File: src/rtl/hms_pkg.sv
// ----------------------------------------------------------------------------
// hms_pkg
// Shared types, codes and reset constants of the hysteretic mode selector.
// ----------------------------------------------------------------------------
`default_nettype none

package hms_pkg;

    localparam int WINDOW_MAX_DEF = 32;

    localparam int CFG_IDX_W  = 3;
    localparam int CFG_DATA_W = 24;

    localparam logic [5:0]  RST_WINDOW_FRAMES     = 6'd5;
    localparam logic [5:0]  RST_REQUIRED_FRAMES   = 6'd3;
    localparam logic [15:0] RST_EXIT_CLEAR_FRAMES = 16'd5;
    localparam logic [23:0] RST_MIN_HOLD_MS       = 24'd2000;
    localparam logic [23:0] RST_COOLDOWN_MS       = 24'd1000;

    typedef enum logic [2:0] {
        FUNC_EVIDENCE = 3'd0,
        FUNC_GUARDED  = 3'd1,
        FUNC_FORCED   = 3'd2,
        FUNC_FALLBACK = 3'd3,
        FUNC_RESTART  = 3'd4
    } t_func;

    typedef enum logic [CFG_IDX_W-1:0] {
        CFG_WINDOW_FRAMES     = 3'd0,
        CFG_REQUIRED_FRAMES   = 3'd1,
        CFG_EXIT_CLEAR_FRAMES = 3'd2,
        CFG_MIN_HOLD_MS       = 3'd3,
        CFG_COOLDOWN_MS       = 3'd4
    } t_cfg_idx;

    typedef struct packed {
        logic        hold_met;
        logic        cool_over;
        logic [31:0] cool_end_nxt;
    } t_time_st;

endpackage

`default_nettype wire

File: src/rtl/hms_vote.sv
// ----------------------------------------------------------------------------
// hms_vote
// Entry vote: shifts one evidence frame into the window, tracks the fill and
// counts positives with an adder tree against the required count.
// ----------------------------------------------------------------------------
`default_nettype none

module hms_vote #(
    parameter int WINDOW_MAX = hms_pkg::WINDOW_MAX_DEF
) (
    input  wire logic [WINDOW_MAX-1:0]            i_hist,
    input  wire logic [$clog2(WINDOW_MAX+1)-1:0]  i_fill,
    input  wire logic [5:0]                       i_win_cfg,
    input  wire logic [5:0]                       i_req,
    input  wire logic                             i_obst,
    output logic      [WINDOW_MAX-1:0]            o_hist_nxt,
    output logic      [$clog2(WINDOW_MAX+1)-1:0]  o_fill_nxt,
    output logic                                  o_pass
);

    localparam int FILL_W = $clog2(WINDOW_MAX + 1);
    localparam int CMP_W  = (FILL_W > 6) ? FILL_W : 6;
    localparam int LV     = $clog2(WINDOW_MAX);
    localparam int P      = 1 << LV;

    logic [CMP_W-1:0]      win;
    logic [CMP_W-1:0]      cfg_ext;
    logic [WINDOW_MAX-1:0] mask;
    logic [WINDOW_MAX:0]   shifted;
    logic [CMP_W:0]        fill_inc;
    logic [FILL_W-1:0]     lvl [0:LV][0:P-1];

    // clamp the window to 1..WINDOW_MAX
    assign cfg_ext = CMP_W'(i_win_cfg);
    always_comb begin
        if (cfg_ext == '0) begin
            win = CMP_W'(1);
        end else if (cfg_ext > CMP_W'(WINDOW_MAX)) begin
            win = CMP_W'(WINDOW_MAX);
        end else begin
            win = cfg_ext;
        end
    end

    always_comb begin
        for (int i = 0; i < WINDOW_MAX; i++) begin
            mask[i] = (CMP_W'(i) < win);
        end
    end

    // newest frame in bit 0, drop bits beyond the window
    assign shifted    = {i_hist, i_obst};
    assign o_hist_nxt = shifted[WINDOW_MAX-1:0] & mask;

    assign fill_inc = (CMP_W+1)'(i_fill) + (CMP_W+1)'(1);
    assign o_fill_nxt = (fill_inc > (CMP_W+1)'(win)) ? FILL_W'(win) : FILL_W'(fill_inc);

    // population count as a balanced adder tree
    always_comb begin
        for (int j = 0; j < P; j++) begin
            lvl[0][j] = (j < WINDOW_MAX) ? FILL_W'(o_hist_nxt[j]) : '0;
        end
        for (int l = 0; l < LV; l++) begin
            for (int j = 0; j < P; j++) begin
                if (j < (P >> (l + 1))) begin
                    lvl[l+1][j] = lvl[l][2*j] + lvl[l][2*j+1];
                end else begin
                    lvl[l+1][j] = '0;
                end
            end
        end
    end

    assign o_pass = (CMP_W'(o_fill_nxt) == win) && (CMP_W'(lvl[LV][0]) >= CMP_W'(i_req));

endmodule

`default_nettype wire

File: src/rtl/hms_timer.sv
// ----------------------------------------------------------------------------
// hms_timer
// Time checks: minimum hold in avoidance, cooldown state, and the saturated
// cooldown end for a return to baseline.
// ----------------------------------------------------------------------------
`default_nettype none

module hms_timer (
    input  wire logic [31:0]     i_now,
    input  wire logic [31:0]     i_entered,
    input  wire logic [31:0]     i_cool_end,
    input  wire logic [23:0]     i_min_hold,
    input  wire logic [23:0]     i_cool_ms,
    output hms_pkg::t_time_st    o_st
);

    logic [32:0] diff;
    logic [32:0] sum;

    assign diff = {1'b0, i_now} - {1'b0, i_entered};
    assign sum  = {1'b0, i_now} + 33'(i_cool_ms);

    // a time earlier than the entry never meets the hold
    assign o_st.hold_met     = (i_entered == '0) ||
                               (!diff[32] && (diff[31:0] >= 32'(i_min_hold)));
    assign o_st.cool_over    = (i_cool_end == '0) || (i_now >= i_cool_end);
    assign o_st.cool_end_nxt = sum[32] ? 32'hFFFF_FFFF : sum[31:0];

endmodule

`default_nettype wire

File: src/rtl/hysteretic_mode_selector_core.sv
// An accepted input beat goes to the input register, its result to the result register.
// Throughput: one beat per cycle while the receiver does not stall the output; the mode
// state updates in a single pass from the input register to the result register.
// Reset (synchronous, active low) restores registers 5, 3, 5, 2000, 1000,
// baseline mode, empty vote window and unset timestamps; no clearing pass.
// ----------------------------------------------------------------------------
// hysteretic_mode_selector_core
// Two-mode selector with k-of-n entry vote, hysteretic exit and cooldown.
// ----------------------------------------------------------------------------
`default_nettype none

module hysteretic_mode_selector_core #(
    parameter int WINDOW_MAX = hms_pkg::WINDOW_MAX_DEF
) (
    input  wire logic                            i_clk,
    input  wire logic                            i_rst_n,
    input  wire logic                            i_cfg_we,
    input  wire logic [hms_pkg::CFG_IDX_W-1:0]   i_cfg_idx,
    input  wire logic [hms_pkg::CFG_DATA_W-1:0]  i_cfg_data,
    input  wire logic                            i_s_tvalid,
    output logic                                 o_s_tready,
    input  wire logic [39:0]                     i_s_tdata,  // obstacle_seen, goal_close, now_ms
    input  wire logic [2:0]                      i_s_tuser,  // func
    output logic                                 o_m_tvalid,
    input  wire logic                            i_m_tready,
    output logic [7:0]                           o_m_tdata   // switched, mode_now
);

    localparam int FILL_W = $clog2(WINDOW_MAX + 1);

    logic [5:0]  r_win_cfg;
    logic [5:0]  r_req;
    logic [15:0] r_exit;
    logic [23:0] r_min_hold;
    logic [23:0] r_cool_ms;

    logic           r_in_vld;
    hms_pkg::t_func r_func;
    logic           r_obst;
    logic           r_goal;
    logic [31:0]    r_now;

    logic                  r_mode,     n_mode;
    logic [WINDOW_MAX-1:0] r_hist,     n_hist;
    logic [FILL_W-1:0]     r_fill,     n_fill;
    logic [15:0]           r_clr,      n_clr;
    logic [31:0]           r_entered,  n_entered;
    logic [31:0]           r_cool_end, n_cool_end;

    logic r_out_vld;
    logic r_sw,       n_sw;
    logic r_mode_out;

    logic                  advance;
    logic [WINDOW_MAX-1:0] hist_nxt;
    logic [FILL_W-1:0]     fill_nxt;
    logic                  vote_pass;
    hms_pkg::t_time_st     tst;
    logic [15:0]           clr_nxt;
    logic                  req_enter;
    logic                  req_base;

    assign advance    = !r_out_vld || i_m_tready;
    assign o_s_tready = !r_in_vld || advance;
    assign o_m_tvalid = r_out_vld;
    assign o_m_tdata  = {6'b0, r_mode_out, r_sw};

    always_ff @(posedge i_clk) begin
        if (!i_rst_n) begin
            r_win_cfg  <= hms_pkg::RST_WINDOW_FRAMES;
            r_req      <= hms_pkg::RST_REQUIRED_FRAMES;
            r_exit     <= hms_pkg::RST_EXIT_CLEAR_FRAMES;
            r_min_hold <= hms_pkg::RST_MIN_HOLD_MS;
            r_cool_ms  <= hms_pkg::RST_COOLDOWN_MS;
        end else if (i_cfg_we) begin
            unique case (hms_pkg::t_cfg_idx'(i_cfg_idx))
                hms_pkg::CFG_WINDOW_FRAMES:     r_win_cfg  <= i_cfg_data[5:0];
                hms_pkg::CFG_REQUIRED_FRAMES:   r_req      <= i_cfg_data[5:0];
                hms_pkg::CFG_EXIT_CLEAR_FRAMES: r_exit     <= i_cfg_data[15:0];
                hms_pkg::CFG_MIN_HOLD_MS:       r_min_hold <= i_cfg_data[23:0];
                hms_pkg::CFG_COOLDOWN_MS:       r_cool_ms  <= i_cfg_data[23:0];
                default: ;
            endcase
        end
    end

    // input register
    always_ff @(posedge i_clk) begin
        if (!i_rst_n) begin
            r_in_vld <= 1'b0;
        end else if (o_s_tready) begin
            r_in_vld <= i_s_tvalid;
        end
    end

    always_ff @(posedge i_clk) begin
        if (o_s_tready && i_s_tvalid) begin
            r_func <= hms_pkg::t_func'(i_s_tuser);
            r_obst <= i_s_tdata[0];
            r_goal <= i_s_tdata[1];
            r_now  <= i_s_tdata[33:2];
        end
    end

    hms_vote #(
        .WINDOW_MAX (WINDOW_MAX)
    ) u_vote (
        .i_hist     (r_hist),
        .i_fill     (r_fill),
        .i_win_cfg  (r_win_cfg),
        .i_req      (r_req),
        .i_obst     (r_obst),
        .o_hist_nxt (hist_nxt),
        .o_fill_nxt (fill_nxt),
        .o_pass     (vote_pass)
    );

    hms_timer u_timer (
        .i_now      (r_now),
        .i_entered  (r_entered),
        .i_cool_end (r_cool_end),
        .i_min_hold (r_min_hold),
        .i_cool_ms  (r_cool_ms),
        .o_st       (tst)
    );

    assign clr_nxt = r_obst ? 16'd0 : ((r_clr != 16'hFFFF) ? r_clr + 16'd1 : r_clr);

    always_comb begin
        n_mode     = r_mode;
        n_hist     = r_hist;
        n_fill     = r_fill;
        n_clr      = r_clr;
        n_entered  = r_entered;
        n_cool_end = r_cool_end;
        n_sw       = 1'b0;
        req_enter  = 1'b0;
        req_base   = 1'b0;

        unique case (r_func)
            hms_pkg::FUNC_EVIDENCE: begin
                if (r_goal) begin
                    n_hist   = '0;
                    n_fill   = '0;
                    n_clr    = '0;
                    req_base = 1'b1;
                end else if (!r_mode) begin
                    n_hist    = hist_nxt;
                    n_fill    = fill_nxt;
                    req_enter = vote_pass && tst.cool_over;
                end else begin
                    n_clr    = clr_nxt;
                    req_base = tst.hold_met && (clr_nxt >= r_exit);
                end
            end
            hms_pkg::FUNC_GUARDED:  req_enter = tst.cool_over;
            hms_pkg::FUNC_FORCED:   req_enter = 1'b1;
            hms_pkg::FUNC_FALLBACK: req_base  = 1'b1;
            hms_pkg::FUNC_RESTART: begin
                n_sw       = r_mode;
                n_mode     = 1'b0;
                n_hist     = '0;
                n_fill     = '0;
                n_clr      = '0;
                n_entered  = '0;
                n_cool_end = r_now;
            end
            default: ;
        endcase

        // any mode change clears the vote state and stamps the time
        if (req_enter && !r_mode) begin
            n_sw      = 1'b1;
            n_mode    = 1'b1;
            n_hist    = '0;
            n_fill    = '0;
            n_clr     = '0;
            n_entered = r_now;
        end else if (req_base && r_mode) begin
            n_sw       = 1'b1;
            n_mode     = 1'b0;
            n_hist     = '0;
            n_fill     = '0;
            n_clr      = '0;
            n_cool_end = tst.cool_end_nxt;
        end
    end

    always_ff @(posedge i_clk) begin
        if (!i_rst_n) begin
            r_mode     <= 1'b0;
            r_hist     <= '0;
            r_fill     <= '0;
            r_clr      <= '0;
            r_entered  <= '0;
            r_cool_end <= '0;
        end else if (r_in_vld && advance) begin
            r_mode     <= n_mode;
            r_hist     <= n_hist;
            r_fill     <= n_fill;
            r_clr      <= n_clr;
            r_entered  <= n_entered;
            r_cool_end <= n_cool_end;
        end
    end

    // result register
    always_ff @(posedge i_clk) begin
        if (!i_rst_n) begin
            r_out_vld <= 1'b0;
        end else if (advance) begin
            r_out_vld <= r_in_vld;
        end
    end

    always_ff @(posedge i_clk) begin
        if (r_in_vld && advance) begin
            r_sw       <= n_sw;
            r_mode_out <= n_mode;
        end
    end

endmodule

`default_nettype wire

File: config.mk
export PLATFORM = sky130hd
export DESIGN_NAME = hysteretic_mode_selector_core
export DESIGN_NICKNAME = d
export VERILOG_FILES = /design/src/rtl/hms_pkg.sv /design/src/rtl/hms_vote.sv /design/src/rtl/hms_timer.sv /design/src/rtl/hysteretic_mode_selector_core.sv
export SDC_FILE = /design/constraint.sdc
export NUM_CORES = 1
export LEC_CHECK = 0
export BUFFER_PORTS_ARGS = -buffer_cell sky130_fd_sc_hd__buf_2
export CORE_MARGIN = 3
export CORE_UTILIZATION = 45
export CTS_CLUSTER_SIZE = 8
export DETAILED_ROUTE_END_ITERATION = 16
export GPL_TIMING_DRIVEN = 0
export PLACE_DENSITY = 0.7
export RECOVER_POWER = 50
export REMOVE_ABC_BUFFERS = 1
export SETUP_SLACK_MARGIN = 0.5
export SLEW_MARGIN = 15
export SYNTH_ARGS = -nofsm -noshare
export SYNTH_HDL_FRONTEND = slang
export SYNTH_SLANG_ARGS = --single-unit
File: constraint.sdc
create_clock -name i_clk -period 7.9 [get_ports i_clk]
set_clock_uncertainty 0.1 [all_clocks]
set_input_delay 1.58 -clock i_clk [delete_from_list [all_inputs] [get_ports i_clk]]
set_output_delay 1.58 -clock i_clk [all_outputs]
set_load 0.01 [all_outputs]
Yosys cells after proc, flatten, opt, wreduce, memory -nomap -nowiden
Cells that the tools add are included.
{ "totals": {"register_bits": 235, "latchBits": 0, "ramBits": 0, "mem_bits_ro": 0, "output_inout_bits": 10, "memories": 0} }
{ "op_classes": {"addsub": 35, "n_mul": 0, "div": 0, "n_lt_le_gt_ge": 38, "n_eq_ne": 12, "n_shift": 0, "mux": 36, "bitwise": 1, "reduce_logical": 32} }
{ "ops": {"columns": ["op", "count"], "rows": [
  ["$mux 32", 6],
  ["$mux 31", 4],
  ["$lt 5x6->1 const A", 16],
  ["$mux 16", 6],
  ["$add 6x6->6", 15],
  ["$logic_not 32->1", 2],
  ["$pmux 31 s2", 1],
  ["$lt 4x6->1 const A", 8],
  ["$mux 6", 7],
  ["$add 32x24->33", 1],
  ["$sub 32x32->33", 1],
  ["$add 1x1->2", 16],
  ["$and 32x32->32", 1],
  ["$ge 32x24->1", 1],
  ["$ge 32x32->1", 1],
  ["$pmux 16 s2", 1],
  ["$lt 3x6->1 const A", 4],
  ["$add 16x1->16 const B", 1],
  ["$ge 16x16->1", 1],
  ["$ne 16x16->1 const B", 1],
  ["$eq 3x2->1 const B", 4],
  ["$lt 1x6->1 const A", 2],
  ["$lt 2x6->1 const A", 2],
  ["$pmux 6 s2", 1],
  ["21 further kinds", 51]
]} }

Logic depth before layout (Yosys ltp)
Gate-level depths: netlist of the first run.
{ "depth": {"ltp_word": 19, "depth_mapped": 35, "mapped_depth_nobuf": 32} }

Modules after synthesis
From an unflattened synthesis of the first run, not the netlist that was laid out.
{ "hier_totals": {"cells_unflattened": 1911, "area_unflattened_um2": 15990.3} }
{ "by_module_without_submodules": {"columns": ["mod", "n_inst", "cells_per_inst", "area_per_inst_um2", "seq_area_each_um2"], "rows": [
  ["hysteretic_mode_selector_core", 1, 960, 9276.4, 5114.9],
  ["hms_timer", 1, 682, 4663.2, 0.0],
  ["hms_vote", 1, 269, 2050.7, 0.0]
]} }

Worst setup path before layout of the first run
OpenSTA, ideal clock, no wires.
{ "synth_timing": {"kind": "reg-to-reg", "startpoint": "register r_win_cfg[2]", "endpoint": "register r_hist[26]", "setup_time_ps": 117, "arrival_ps": 7333, "required_time_ps": 7683, "setup_slack_ps": 350, "path_stages_with_launch": 34, "n_path_buf": 3, "cell_sequence": "dfxtp_1 > clkbuf_1 > nor2_1 > a21oi_1 > nor2_2 > or3_1 > o21ai_0 > a21boi_0 > ha_1 > fa_1 > inv_1 > fa_1 > inv_1 > fa_1 > fa_1 > inv_1 > fa_1 > inv_1 > ha_1 > fa_1 > xor2_1 > ha_1 > o21ai_0 > o21bai_1 > a211oi_1 > a311oi_1 > o21ai_1 > o21ai_1 > o31ai_1 > a21boi_2 > and2_1 > buf_4 > buf_6 > a22o_1"} }
{ "synth_via": {"elab_chain_cells": 19, "word_cells_on_any_way": 86} }
{ "synth_rtl": {"columns": ["item", "line", "rtl"], "rows": [
  ["start: declaration", "hysteretic_mode_selector_core.sv:31", "logic [5:0] r_win_cfg;"],
  ["start signal: assignment", "hysteretic_mode_selector_core.sv:70", "r_win_cfg <= hms_pkg::RST_WINDOW_FRAMES;"],
  ["start signal: assignment", "hysteretic_mode_selector_core.sv:77", "hms_pkg::CFG_WINDOW_FRAMES: r_win_cfg <= i_cfg_data[5:0];"],
  ["$gt 6x6->1", "hms_vote.sv:38", "end else if (cfg_ext > CMP_W'(WINDOW_MAX)) begin"],
  ["$mux 6", "hms_vote.sv:38", null],
  ["$mux 6 *", "hms_vote.sv:36", "if (cfg_ext == '0) begin"],
  ["$lt 1x6->1 (tied with other cells)", "hms_vote.sv:47", "mask[i] = (CMP_W'(i) < win);"],
  ["$and 32x32->32", "hms_vote.sv:53", "assign o_hist_nxt = shifted[WINDOW_MAX-1:0] & mask;"],
  ["$add 1x1->2", "hms_vote.sv:66", "lvl[l+1][j] = lvl[l][2*j] + lvl[l][2*j+1];"],
  ["$add 6x6->6 (4 in series)", "hms_vote.sv:66", null],
  ["$ge 6x6->1", "hms_vote.sv:74", "assign o_pass = (CMP_W'(o_fill_nxt) == win) && (CMP_W'(lvl[LV][0]) >= CMP_W'(i_req));"],
  ["$logic_and 1x1->1", "hms_vote.sv:74", null],
  ["$logic_and 1x1->1", "hysteretic_mode_selector_core.sv:150", "req_enter = vote_pass && tst.cool_over;"],
  ["$mux 1", "hysteretic_mode_selector_core.sv:147", "end else if (!r_mode) begin"],
  ["$mux 1", "hysteretic_mode_selector_core.sv:142", "if (r_goal) begin"],
  ["$pmux 1 s3", "hysteretic_mode_selector_core.sv:140", "unique case (r_func)"],
  ["$logic_and 1x1->1", "hysteretic_mode_selector_core.sv:172", "if (req_enter && !r_mode) begin"],
  ["$ne 5x5->1 (no line) / $reduce_bool 4->1 (equally long branches)", null, null],
  ["$reduce_and 3->1 (no line)", null, null],
  ["end signal: assignment", "hysteretic_mode_selector_core.sv:199", "r_hist <= n_hist;"],
  ["end: declaration", "hysteretic_mode_selector_core.sv:44", "logic [WINDOW_MAX-1:0] r_hist, n_hist;"]
]} }
Mark *: on every way between the ends. The rest lies on a longest branch, timed or not. The select of a mux whose other input is x is not followed.
A chain may end at the register's enable or synchronous reset.

Final worst setup path of the first run
{ "layout_timing": {"startpoint": "register r_win_cfg[2]", "endpoint": "register r_fill[0]"} }
{ "layout_via": {"elab_chain_cells": 19, "word_cells_on_any_way": 86} }
{ "layout_rtl": {"columns": ["item", "line", "rtl"], "rows": [
  ["$gt 6x6->1", "hms_vote.sv:38", null],
  ["$mux 6", "hms_vote.sv:38", null],
  ["$mux 6 *", "hms_vote.sv:36", null],
  ["$lt 1x6->1 (tied with other cells)", "hms_vote.sv:47", null],
  ["$and 32x32->32", "hms_vote.sv:53", null],
  ["$add 1x1->2", "hms_vote.sv:66", null],
  ["$add 6x6->6 (4 in series)", "hms_vote.sv:66", null],
  ["$ge 6x6->1", "hms_vote.sv:74", null],
  ["$logic_and 1x1->1", "hms_vote.sv:74", null],
  ["$logic_and 1x1->1", "hysteretic_mode_selector_core.sv:150", null],
  ["$mux 1", "hysteretic_mode_selector_core.sv:147", null],
  ["$mux 1", "hysteretic_mode_selector_core.sv:142", null],
  ["$pmux 1 s3", "hysteretic_mode_selector_core.sv:140", null],
  ["$logic_and 1x1->1", "hysteretic_mode_selector_core.sv:172", null],
  ["$ne 5x5->1 (no line) / $reduce_bool 4->1 (equally long branches)", null, null],
  ["$reduce_and 3->1 (no line)", null, null],
  ["end signal: assignment", "hysteretic_mode_selector_core.sv:200", "r_fill <= n_fill;"],
  ["end: declaration", "hysteretic_mode_selector_core.sv:45", "logic [FILL_W-1:0] r_fill, n_fill;"]
]} }
Marks and branches as above.

==> run_summary.xml, run 1 <==
<?xml version="1.0" encoding="UTF-8"?>
<metrics>
  <group name="status">
    <metric name="outcome" unit="">finished with violations</metric>
    <metric name="failed_checks" unit="">capacitance limit, slew limit</metric>
  </group>
  <group name="clock_network">
    <metric name="tritoncts_num_sinks" unit="">235</metric>
    <metric name="cts.htree.levels" unit="">2</metric>
    <metric name="tritoncts.num_buffers" unit="">35</metric>
    <metric name="root_buffer" unit="">sky130_fd_sc_hd__clkbuf_16</metric>
    <metric name="cts_tree" unit="">yes</metric>
    <metric name="cts-root-to-sink-buffers" unit="">3</metric>
    <metric name="cts-hold-fix-buffers" unit="">0</metric>
    <metric name="clock_latency_reported_for_the_late_side_of_the_worst_skew_pair" unit="ns">0.51</metric>
    <metric name="cts.clk_slew.worst_paths" unit="ns">0.05</metric>
  </group>
  <group name="floorplan">
    <metric name="ios" unit="">85</metric>
    <metric name="floorplan.die.height" unit="um">195.1</metric>
    <metric name="dieWidth" unit="um">195.1</metric>
    <metric name="core" unit="um2">34880</metric>
    <metric name="row_count" unit="">68</metric>
    <metric name="effective_utilization_at_floorplan" unit="%">46.14</metric>
    <metric name="floorplan.die_area" unit="um2">38070</metric>
  </group>
  <group name="timing">
    <metric name="tns" unit="ns">0</metric>
    <metric name="max-slew-margin-rel" unit="%">-118.7</metric>
    <metric name="max_slew.worst_pin.slew" unit="ns">3.281</metric>
    <metric name="layout_worst_path_cycle_share" unit="%">95.48</metric>
    <metric name="final_hold_violation_count" unit="">0</metric>
    <metric name="setup_violations" unit="">0</metric>
    <metric name="fin_hold_ws" unit="ns">0.3601</metric>
    <metric name="timing.fmax" unit="MHz">132.6</metric>
    <metric name="drv_slew" unit="">176</metric>
    <metric name="rsz_0062_raised_after_global_routing" unit="">true</metric>
    <metric name="final_period_minus_worst_setup_slack" unit="ns">7.543</metric>
  </group>
  <group name="routing">
    <metric name="detailroute.via_count" unit="">14260</metric>
    <metric name="antenna_violating_nets_post_route" unit="">0</metric>
    <metric name="initialDrtViolationCount" unit="">1149</metric>
    <metric name="drc_errors" unit="">0</metric>
    <metric name="routed_via_density" unit="">5.821</metric>
    <metric name="route.detailed.wl_per_inst" unit="um">18.56</metric>
    <metric name="first_pass_iters" unit="">5</metric>
    <metric name="route.final.wire_length" unit="um">45480</metric>
  </group>
  <group name="pwr">
    <metric name="vdd_ir_drop_max" unit="uV">117.5</metric>
    <metric name="leakage_power_summed_over_all_cells" unit="nW">7.268</metric>
    <metric name="power-per-cell-area" unit="nW/um2">173.3</metric>
  </group>
  <group name="synthesis">
    <metric name="synth.largest_area_cell" unit="">sky130_fd_sc_hd__dfxtp_1</metric>
    <metric name="synth_top_cells_by_area" unit="">sky130_fd_sc_hd__dfxtp_1 24%, sky130_fd_sc_hd__ha_1 13%, sky130_fd_sc_hd__edfxtp_1 7.3%</metric>
    <metric name="synthAdderAreaFrac" unit="%">16.39</metric>
    <metric name="share_of_synthesized_area_spent_on_multiplexers" unit="%">0.1244</metric>
    <metric name="synth-edff-count" unit="">39</metric>
    <metric name="yosysTopAreaCellShare" unit="%">24.38</metric>
    <metric name="compound_cell_area_share_of_the_yosys_netlist" unit="%">23.38</metric>
    <metric name="yosysSeqAreaShare" unit="%">31.66</metric>
    <metric name="synthArstFlopShare" unit="%">0</metric>
    <metric name="dominantRegCellSynth" unit="">sky130_fd_sc_hd__dfxtp_1</metric>
    <metric name="synth_cells" unit="">1913</metric>
    <metric name="synth.avg_cell_area" unit="um2">8.413</metric>
    <metric name="netlist_cell_types" unit="">78</metric>
    <metric name="xor_xnor_share_of_the_synthesized_area" unit="%">4.027</metric>
    <metric name="synth_top_family_by_area" unit="">compound AO/OA/AOI/OAI gates</metric>
    <metric name="ys_seq_elements" unit="">235</metric>
    <metric name="synthesis.area" unit="um2">16090</metric>
    <metric name="synth_simple_gate_area_share" unit="%">17.13</metric>
    <metric name="ys.warnings.count" unit="">0</metric>
  </group>
  <group name="critical_path">
    <metric name="signal_arrival_time_at_the_worst_endpoint" unit="ns">7.86</metric>
    <metric name="timing.critical_path.slowest_stage_cell" unit="">sky130_fd_sc_hd__fa_1</metric>
    <metric name="worstSetupPathType" unit="">register to register</metric>
    <metric name="cp_data_required_time" unit="ns">8.22</metric>
    <metric name="timing.critical_path.max_delay_family" unit="">adder cells</metric>
    <metric name="startpoint_type" unit="">register</metric>
    <metric name="critical_path.n_buffers_inverters" unit="">6</metric>
    <metric name="crit_path_max_fanout" unit="">6</metric>
    <metric name="crit_path_max_incr_delay" unit="ns">0.55</metric>
    <metric name="path_common_cell" unit="">sky130_fd_sc_hd__fa_1</metric>
    <metric name="worst_setup_path_end_kind" unit="">register</metric>
  </group>
  <group name="global_routing">
    <metric name="grt_pass1_vias" unit="">13570</metric>
    <metric name="grt_remaining_overflow" unit="">0</metric>
    <metric name="first_pass_grt_wire_length" unit="um">70880</metric>
    <metric name="grt_antenna_before_repair" unit="">0</metric>
    <metric name="grt_start_max_net_pins" unit="">102</metric>
    <metric name="overall_routing_resource_usage" unit="%">22.58</metric>
  </group>
  <group name="worst_hold_path">
    <metric name="hold_path_class" unit="">register to register</metric>
  </group>
  <group name="finish">
    <metric name="finish.net_count" unit="">2248</metric>
    <metric name="utilization_of_the_core_after_routing" unit="%">52.46</metric>
    <metric name="antennaDiodeCount" unit="">0</metric>
    <metric name="layout.cells.most_common" unit="">sky130_fd_sc_hd__nand2_1</metric>
    <metric name="mostFrequentLayoutCells" unit="">225 x sky130_fd_sc_hd__nand2_1, 191 x sky130_fd_sc_hd__dfxtp_1, 180 x sky130_fd_sc_hd__inv_1</metric>
    <metric name="fillCellCount" unit="">3260</metric>
    <metric name="synthToLayoutAreaGrowth" unit="%">13.70</metric>
    <metric name="stdcell_area" unit="um2">18300</metric>
    <metric name="drive_above_1_share" unit="%">11.38</metric>
  </group>
  <group name="placed_design">
    <metric name="buffer_ports.inserted" unit="">72</metric>
    <metric name="dpl.hpwl" unit="um">31940</metric>
    <metric name="gp_routability_congestion" unit="">0.9171</metric>
    <metric name="detailed_place.area" unit="um2">16690</metric>
  </group>
  <group name="run">
    <metric name="maxCapViolCount" unit="">2</metric>
  </group>
</metrics>
-- cell families (layout without fill, tap and decap cells) --
group / after synthesis / count (layout)
other: 1 / 6
buffers and inverters: 283 / 351
multiplexers: 2 / 2
flip-flops: 235 / 235
AND/OR/NAND/NOR: 583 / 591
AO/OA/AOI/OAI: 541 / 542
adder cells (fa/ha/maj): 194 / 194
XOR/XNOR: 74 / 74
-- registers in the layout, summed over array words and instances, names as in the netlist, 16 cells and up --
name / cells
r_exit: 16
r_cool_end: 32
r_entered: 32
r_now: 32
r_min_hold: 24
r_cool_ms: 24
r_hist: 31
r_clr: 16
-- per-stage QoR --
step / setup WS [ns] / std cells / power, W
after CTS: 0.5088 / 2435 / 0.003170
after global placement: -2.105 / 2349 / 0.001739
after detailed placement: -2.238 / 2354 / 0.001756
after floorplan: -0.4377 / 1822 / 0.001605
after global routing: 0.08928 / 2450 / 0.003297
final: 0.3574 / 2450 / 0.003170
-- power breakdown --
part / switching (W) / leakage [nW] / internal, W / total [W]
combinational: 0.000287 / 4.82 / 0.000195 / 0.000482
sequential: 0.0000442 / 1.97 / 0.00125 / 0.00130
clock: 0.000552 / 0.479 / 0.000840 / 0.00139
-- area by class of cell --
class	count	area [um2]	area share, %
clock inverters	2	25.02	0.1368
inverters	187	706.9	3.863
flip-flops and latches	235	5114	27.95
well taps	455	569.3	3.111
multi-input cells	1409	10230	55.88
repair buffers	111	690.7	3.774
clock buffers	51	967.2	5.285
-- cells in the mapped netlist, types with 28 or more instances --
| library cell | instances |
|---|---|
| sky130_fd_sc_hd__a211oi_1 | 39 |
| sky130_fd_sc_hd__a21boi_0 | 65 |
| sky130_fd_sc_hd__a21o_1 | 42 |
| sky130_fd_sc_hd__a21oi_1 | 100 |
| sky130_fd_sc_hd__a22o_1 | 33 |
| sky130_fd_sc_hd__a22oi_1 | 32 |
| sky130_fd_sc_hd__clkbuf_1 | 67 |
| sky130_fd_sc_hd__dfxtp_1 | 196 |
| sky130_fd_sc_hd__edfxtp_1 | 39 |
| sky130_fd_sc_hd__fa_1 | 28 |
| sky130_fd_sc_hd__ha_1 | 166 |
| sky130_fd_sc_hd__inv_1 | 186 |
| sky130_fd_sc_hd__nand2_1 | 226 |
| sky130_fd_sc_hd__nand3_1 | 55 |
| sky130_fd_sc_hd__nor2_1 | 105 |
| sky130_fd_sc_hd__nor2b_1 | 60 |
| sky130_fd_sc_hd__o21ai_0 | 79 |
| sky130_fd_sc_hd__xnor2_1 | 36 |
| sky130_fd_sc_hd__xor2_1 | 38 |
-- metal layers --
layer  share of wire (%)  vias to the layer above  global-route usage [%]
li1                    -                     6886                       -
met2                  44                      504                   35.11
met5                   0                        -                       0
met1                  46                     6786                   32.48
met4                 2.5                        0                   5.651
met3                 8.0                       86                   4.244
-- timing repair --
item | 4_1_cts | 5_1_grt
gates resized for setup | 56 | 46
pin swaps | 25 | 38
endpoints found under the setup margin | 88 | 86
gates cloned | 3 | 6
setup buffers | 25 | 9
-- worst reg2reg max path, delay by kind of cell, from the launching register on --
family | cells | cell delay, ns
AO/OA/AOI/OAI | 10 | 1.74
flip-flops | 1 | 0.36
adder cells (fa/ha/maj) | 9 | 3.57
AND/OR/NAND/NOR | 6 | 1.18
buffers and inverters | 6 | 0.50
-- path summary, 6_finish.rpt --
check | to | slack, ns | depth (start not counted) | from
hold reg to reg | r_clr[7]$_SDFFE_PN0P_ | 0.36 | 2 | r_clr[7]$_SDFFE_PN0P_
setup reg to reg | r_fill[0]$_SDFFE_PN0P_ | 0.36 | 31 | r_win_cfg[2]$_SDFFE_PN1P_
hold / removal | r_clr[7]$_SDFFE_PN0P_ | 0.36 | 2 | r_clr[7]$_SDFFE_PN0P_
setup / recovery | r_fill[0]$_SDFFE_PN0P_ | 0.36 | 31 | r_win_cfg[2]$_SDFFE_PN1P_
No activity file was read; power rests on OpenSTA's default activity.
==> run 2: changes to the inputs <==
--- a/config.mk
+++ b/config.mk
@@ -12,7 +12,6 @@
 export DETAILED_ROUTE_END_ITERATION = 16
 export GPL_TIMING_DRIVEN = 0
 export PLACE_DENSITY = 0.7
-export RECOVER_POWER = 50
 export REMOVE_ABC_BUFFERS = 1
 export SETUP_SLACK_MARGIN = 0.5
 export SLEW_MARGIN = 15
==> run_summary.xml, run 2 (synthesis results as in run 1) <==
<?xml version="1.0" encoding="UTF-8"?>
<metrics>
  <group name="global_routing">
    <metric name="use_met2" unit="%">35.11</metric>
    <metric name="grt_remaining_overflow" unit="">0</metric>
    <metric name="use_met3" unit="%">4.244</metric>
    <metric name="grt_most_used_layer" unit="">met2</metric>
    <metric name="grt_pass1_vias" unit="">13570</metric>
    <metric name="grt_antenna_before_repair" unit="">0</metric>
    <metric name="first_pass_grt_wire_length" unit="um">70880</metric>
    <metric name="gr-usage-met1" unit="%">32.48</metric>
    <metric name="overall_routing_resource_usage" unit="%">22.58</metric>
    <metric name="grt_start_max_net_pins" unit="">102</metric>
  </group>
  <group name="timing">
    <metric name="timing.fmax" unit="MHz">133.4</metric>
    <metric name="tns" unit="ns">0</metric>
    <metric name="final_hold_violation_count" unit="">0</metric>
    <metric name="setup_violations" unit="">0</metric>
    <metric name="drv_slew" unit="">0</metric>
    <metric name="max_slew.worst_pin.slew" unit="ns">1.181</metric>
    <metric name="layout_worst_path_cycle_share" unit="%">94.90</metric>
    <metric name="final_period_minus_worst_setup_slack" unit="ns">7.497</metric>
    <metric name="fin_hold_ws" unit="ns">0.3601</metric>
    <metric name="max-slew-margin-rel" unit="%">21.05</metric>
    <metric name="rsz_0062_raised_after_global_routing" unit="">true</metric>
  </group>
  <group name="placed_design">
    <metric name="buffer_ports.inserted" unit="">72</metric>
    <metric name="placedCellCount" unit="">2354</metric>
    <metric name="gp_routability_congestion" unit="">0.9171</metric>
    <metric name="dpl.hpwl" unit="um">31940</metric>
  </group>
  <group name="clock_network">
    <metric name="tritoncts_num_sinks" unit="">235</metric>
    <metric name="cts.clk_slew.worst_paths" unit="ns">0.05</metric>
    <metric name="root_buffer" unit="">sky130_fd_sc_hd__clkbuf_16</metric>
    <metric name="cts_tree" unit="">yes</metric>
    <metric name="cts.htree.levels" unit="">2</metric>
    <metric name="cts-hold-fix-buffers" unit="">0</metric>
    <metric name="clock_latency_reported_for_the_late_side_of_the_worst_skew_pair" unit="ns">0.52</metric>
    <metric name="tritoncts.num_buffers" unit="">35</metric>
    <metric name="cts-root-to-sink-buffers" unit="">3</metric>
  </group>
  <group name="finish">
    <metric name="mostFrequentLayoutCells" unit="">225 x sky130_fd_sc_hd__nand2_1, 191 x sky130_fd_sc_hd__dfxtp_1, 180 x sky130_fd_sc_hd__inv_1</metric>
    <metric name="synthToLayoutAreaGrowth" unit="%">14.03</metric>
    <metric name="drive_above_1_share" unit="%">11.98</metric>
    <metric name="layout.cells.most_common" unit="">sky130_fd_sc_hd__nand2_1</metric>
    <metric name="antennaDiodeCount" unit="">0</metric>
    <metric name="finish.net_count" unit="">2248</metric>
    <metric name="stdcell_count" unit="">2450</metric>
    <metric name="biggestRegsByFlops" unit="">r_cool_end (32), r_entered (32), r_now (32)</metric>
  </group>
  <group name="floorplan">
    <metric name="effective_utilization_at_floorplan" unit="%">46.14</metric>
    <metric name="core" unit="um2">34880</metric>
    <metric name="floorplan.die.height" unit="um">195.1</metric>
    <metric name="dieWidth" unit="um">195.1</metric>
    <metric name="floorplan.die_area" unit="um2">38070</metric>
    <metric name="ios" unit="">85</metric>
    <metric name="row_count" unit="">68</metric>
  </group>
  <group name="critical_path">
    <metric name="startpoint_type" unit="">register</metric>
    <metric name="crit_path_max_incr_delay" unit="ns">0.56</metric>
    <metric name="timing.rr.start" unit="">r_win_cfg[0]$_SDFFE_PN1P_</metric>
    <metric name="rr_worst_depth" unit="">27</metric>
    <metric name="worstSetupPathType" unit="">register to register</metric>
    <metric name="signal_arrival_time_at_the_worst_endpoint" unit="ns">7.85</metric>
    <metric name="worstSetupPathDepth" unit="">27</metric>
    <metric name="worst_setup_path_end_kind" unit="">register</metric>
    <metric name="crit_path_max_fanout" unit="">6</metric>
    <metric name="timing.critical_path.slowest_stage_cell" unit="">sky130_fd_sc_hd__fa_2</metric>
    <metric name="timing.critical_path.max_delay_family" unit="">adder cells</metric>
    <metric name="worst-r2r-setup-slack" unit="ns">0.40</metric>
    <metric name="cp_data_required_time" unit="ns">8.25</metric>
    <metric name="reg2reg_to" unit="">r_hist[3]$_SDFFE_PN0P_</metric>
    <metric name="critical_path.n_buffers_inverters" unit="">5</metric>
    <metric name="critical_path.startpoint" unit="">r_win_cfg[0]$_SDFFE_PN1P_</metric>
    <metric name="crit_end" unit="">r_hist[3]$_SDFFE_PN0P_</metric>
  </group>
  <group name="worst_hold_path">
    <metric name="hold_start" unit="">r_clr[7]$_SDFFE_PN0P_</metric>
    <metric name="hold_path_class" unit="">register to register</metric>
  </group>
  <group name="pwr">
    <metric name="sw_frac_of_total" unit="%">27.90</metric>
    <metric name="vdd_ir_drop_max" unit="uV">117.0</metric>
    <metric name="leakage_power_summed_over_all_cells" unit="nW">7.315</metric>
    <metric name="p_switching" unit="W">0.0008845</metric>
    <metric name="power.share.clock" unit="%">43.9</metric>
    <metric name="power_frac_comb" unit="%">15.2</metric>
    <metric name="internal_power" unit="W">0.002286</metric>
    <metric name="seq_power_share" unit="%">40.9</metric>
    <metric name="final_power" unit="W">0.003171</metric>
    <metric name="power-per-cell-area" unit="nW/um2">172.8</metric>
  </group>
  <group name="routing">
    <metric name="route.final.wire_length" unit="um">45550</metric>
    <metric name="initialDrtViolationCount" unit="">1203</metric>
    <metric name="drc_errors" unit="">0</metric>
    <metric name="antenna_violating_nets_post_route" unit="">0</metric>
    <metric name="first_pass_iters" unit="">5</metric>
    <metric name="detailroute.via_count" unit="">14250</metric>
    <metric name="route.detailed.wl_per_inst" unit="um">18.59</metric>
    <metric name="routed_via_density" unit="">5.817</metric>
  </group>
  <group name="status">
    <metric name="outcome" unit="">complete, no violations</metric>
  </group>
  <group name="run">
    <metric name="maxCapViolCount" unit="">0</metric>
  </group>
</metrics>
-- run 2: cell count changes in the layout (fill, tap and decap cells not counted), sizes merged --
| cell | change |
|---|---|
| clkdlybuf4s25 | -1 |
| clkbuf | -10 |
| buf | +11 |
-- run 2: how the worst min path moves through the flow --
stage	end	slack (ns)	cells after the start
6_report	r_clr[7]$_SDFFE_PN0P_	0.36	2
5_1_grt	r_hist[6]$_SDFFE_PN0P_	0.38	1
4_1_cts	r_clr[7]$_SDFFE_PN0P_	0.36	2
3_5_place_dp	r_hist[4]$_SDFFE_PN0P_	0.36	1
3_3_place_gp	r_clr[6]$_SDFFE_PN0P_	0.35	2
2_1_floorplan	r_clr[7]$_SDFFE_PN0P_	0.34	2
-- run 2: per-layer routing --
metal	vias to the layer above	share of wire, %
li1	6890	-
met1	6786	46
met2	490	44
met3	86	7.9
met4	0	2.6
met5	-	0
-- run 2: through the flow --
step                      util (%)  setup slack, ns  cell area [um2]
after detailed placement     47.84           -2.238            16690
final                        52.61           0.4033            18350
after global routing         52.61           0.2135            18350
after floorplan                  -          -0.4377            15650
after global placement       47.51           -2.105            16570
after CTS                    51.76           0.5088            18050
-- run 2: worst reg2reg max path, cell delays in order (launching register included) --
cell and delay, ns:
sky130_fd_sc_hd__dfxtp_1 0.48, sky130_fd_sc_hd__and3_1 0.36, sky130_fd_sc_hd__o21ai_0 0.11, sky130_fd_sc_hd__a21boi_0 0.41
sky130_fd_sc_hd__ha_1 0.21, sky130_fd_sc_hd__inv_1 0.05, sky130_fd_sc_hd__fa_2 0.56, sky130_fd_sc_hd__inv_2 0.04
sky130_fd_sc_hd__fa_2 0.33, sky130_fd_sc_hd__fa_1 0.49, sky130_fd_sc_hd__fa_1 0.54, sky130_fd_sc_hd__inv_1 0.05
sky130_fd_sc_hd__fa_1 0.47, sky130_fd_sc_hd__inv_1 0.04, sky130_fd_sc_hd__ha_2 0.18, sky130_fd_sc_hd__fa_2 0.54
sky130_fd_sc_hd__ha_4 0.20, sky130_fd_sc_hd__o21ai_2 0.12, sky130_fd_sc_hd__o21bai_1 0.12, sky130_fd_sc_hd__a211oi_2 0.36
sky130_fd_sc_hd__a311oi_2 0.11, sky130_fd_sc_hd__o21ai_2 0.12, sky130_fd_sc_hd__o21ai_4 0.10, sky130_fd_sc_hd__or4_4 0.55
sky130_fd_sc_hd__a21oi_4 0.20, sky130_fd_sc_hd__buf_4 0.17, sky130_fd_sc_hd__and3_4 0.25, sky130_fd_sc_hd__a22o_1 0.16
-- run 2: power by group through the flow --
stage,Combinational [W],Sequential (W),Clock (W)
after global routing,0.000534,0.00130,0.00146
after floorplan,0.000303,0.00130,0
final,0.000482,0.00130,0.00139
after CTS,0.000461,0.00129,0.00142
after global placement,0.000419,0.00132,0
after detailed placement,0.000435,0.00132,0
-- run 2: layout make-up --
type	instances	area (um2)
Fill cell	3255	16530
Inverter	187	706.9
Tap cell	455	569.3
Multi-Input combinational cell	1409	10230
Clock inverter	2	25.02
Clock buffer	51	967.2
Timing Repair Buffer	111	742.0
Sequential cell	235	5114
-- run 2: what timing repair did --
action	CTS	global route
cloned	3	6
pin swaps	25	38
buffers inserted	25	9
gates resized for setup	56	46
endpoints found under the setup margin	88	86
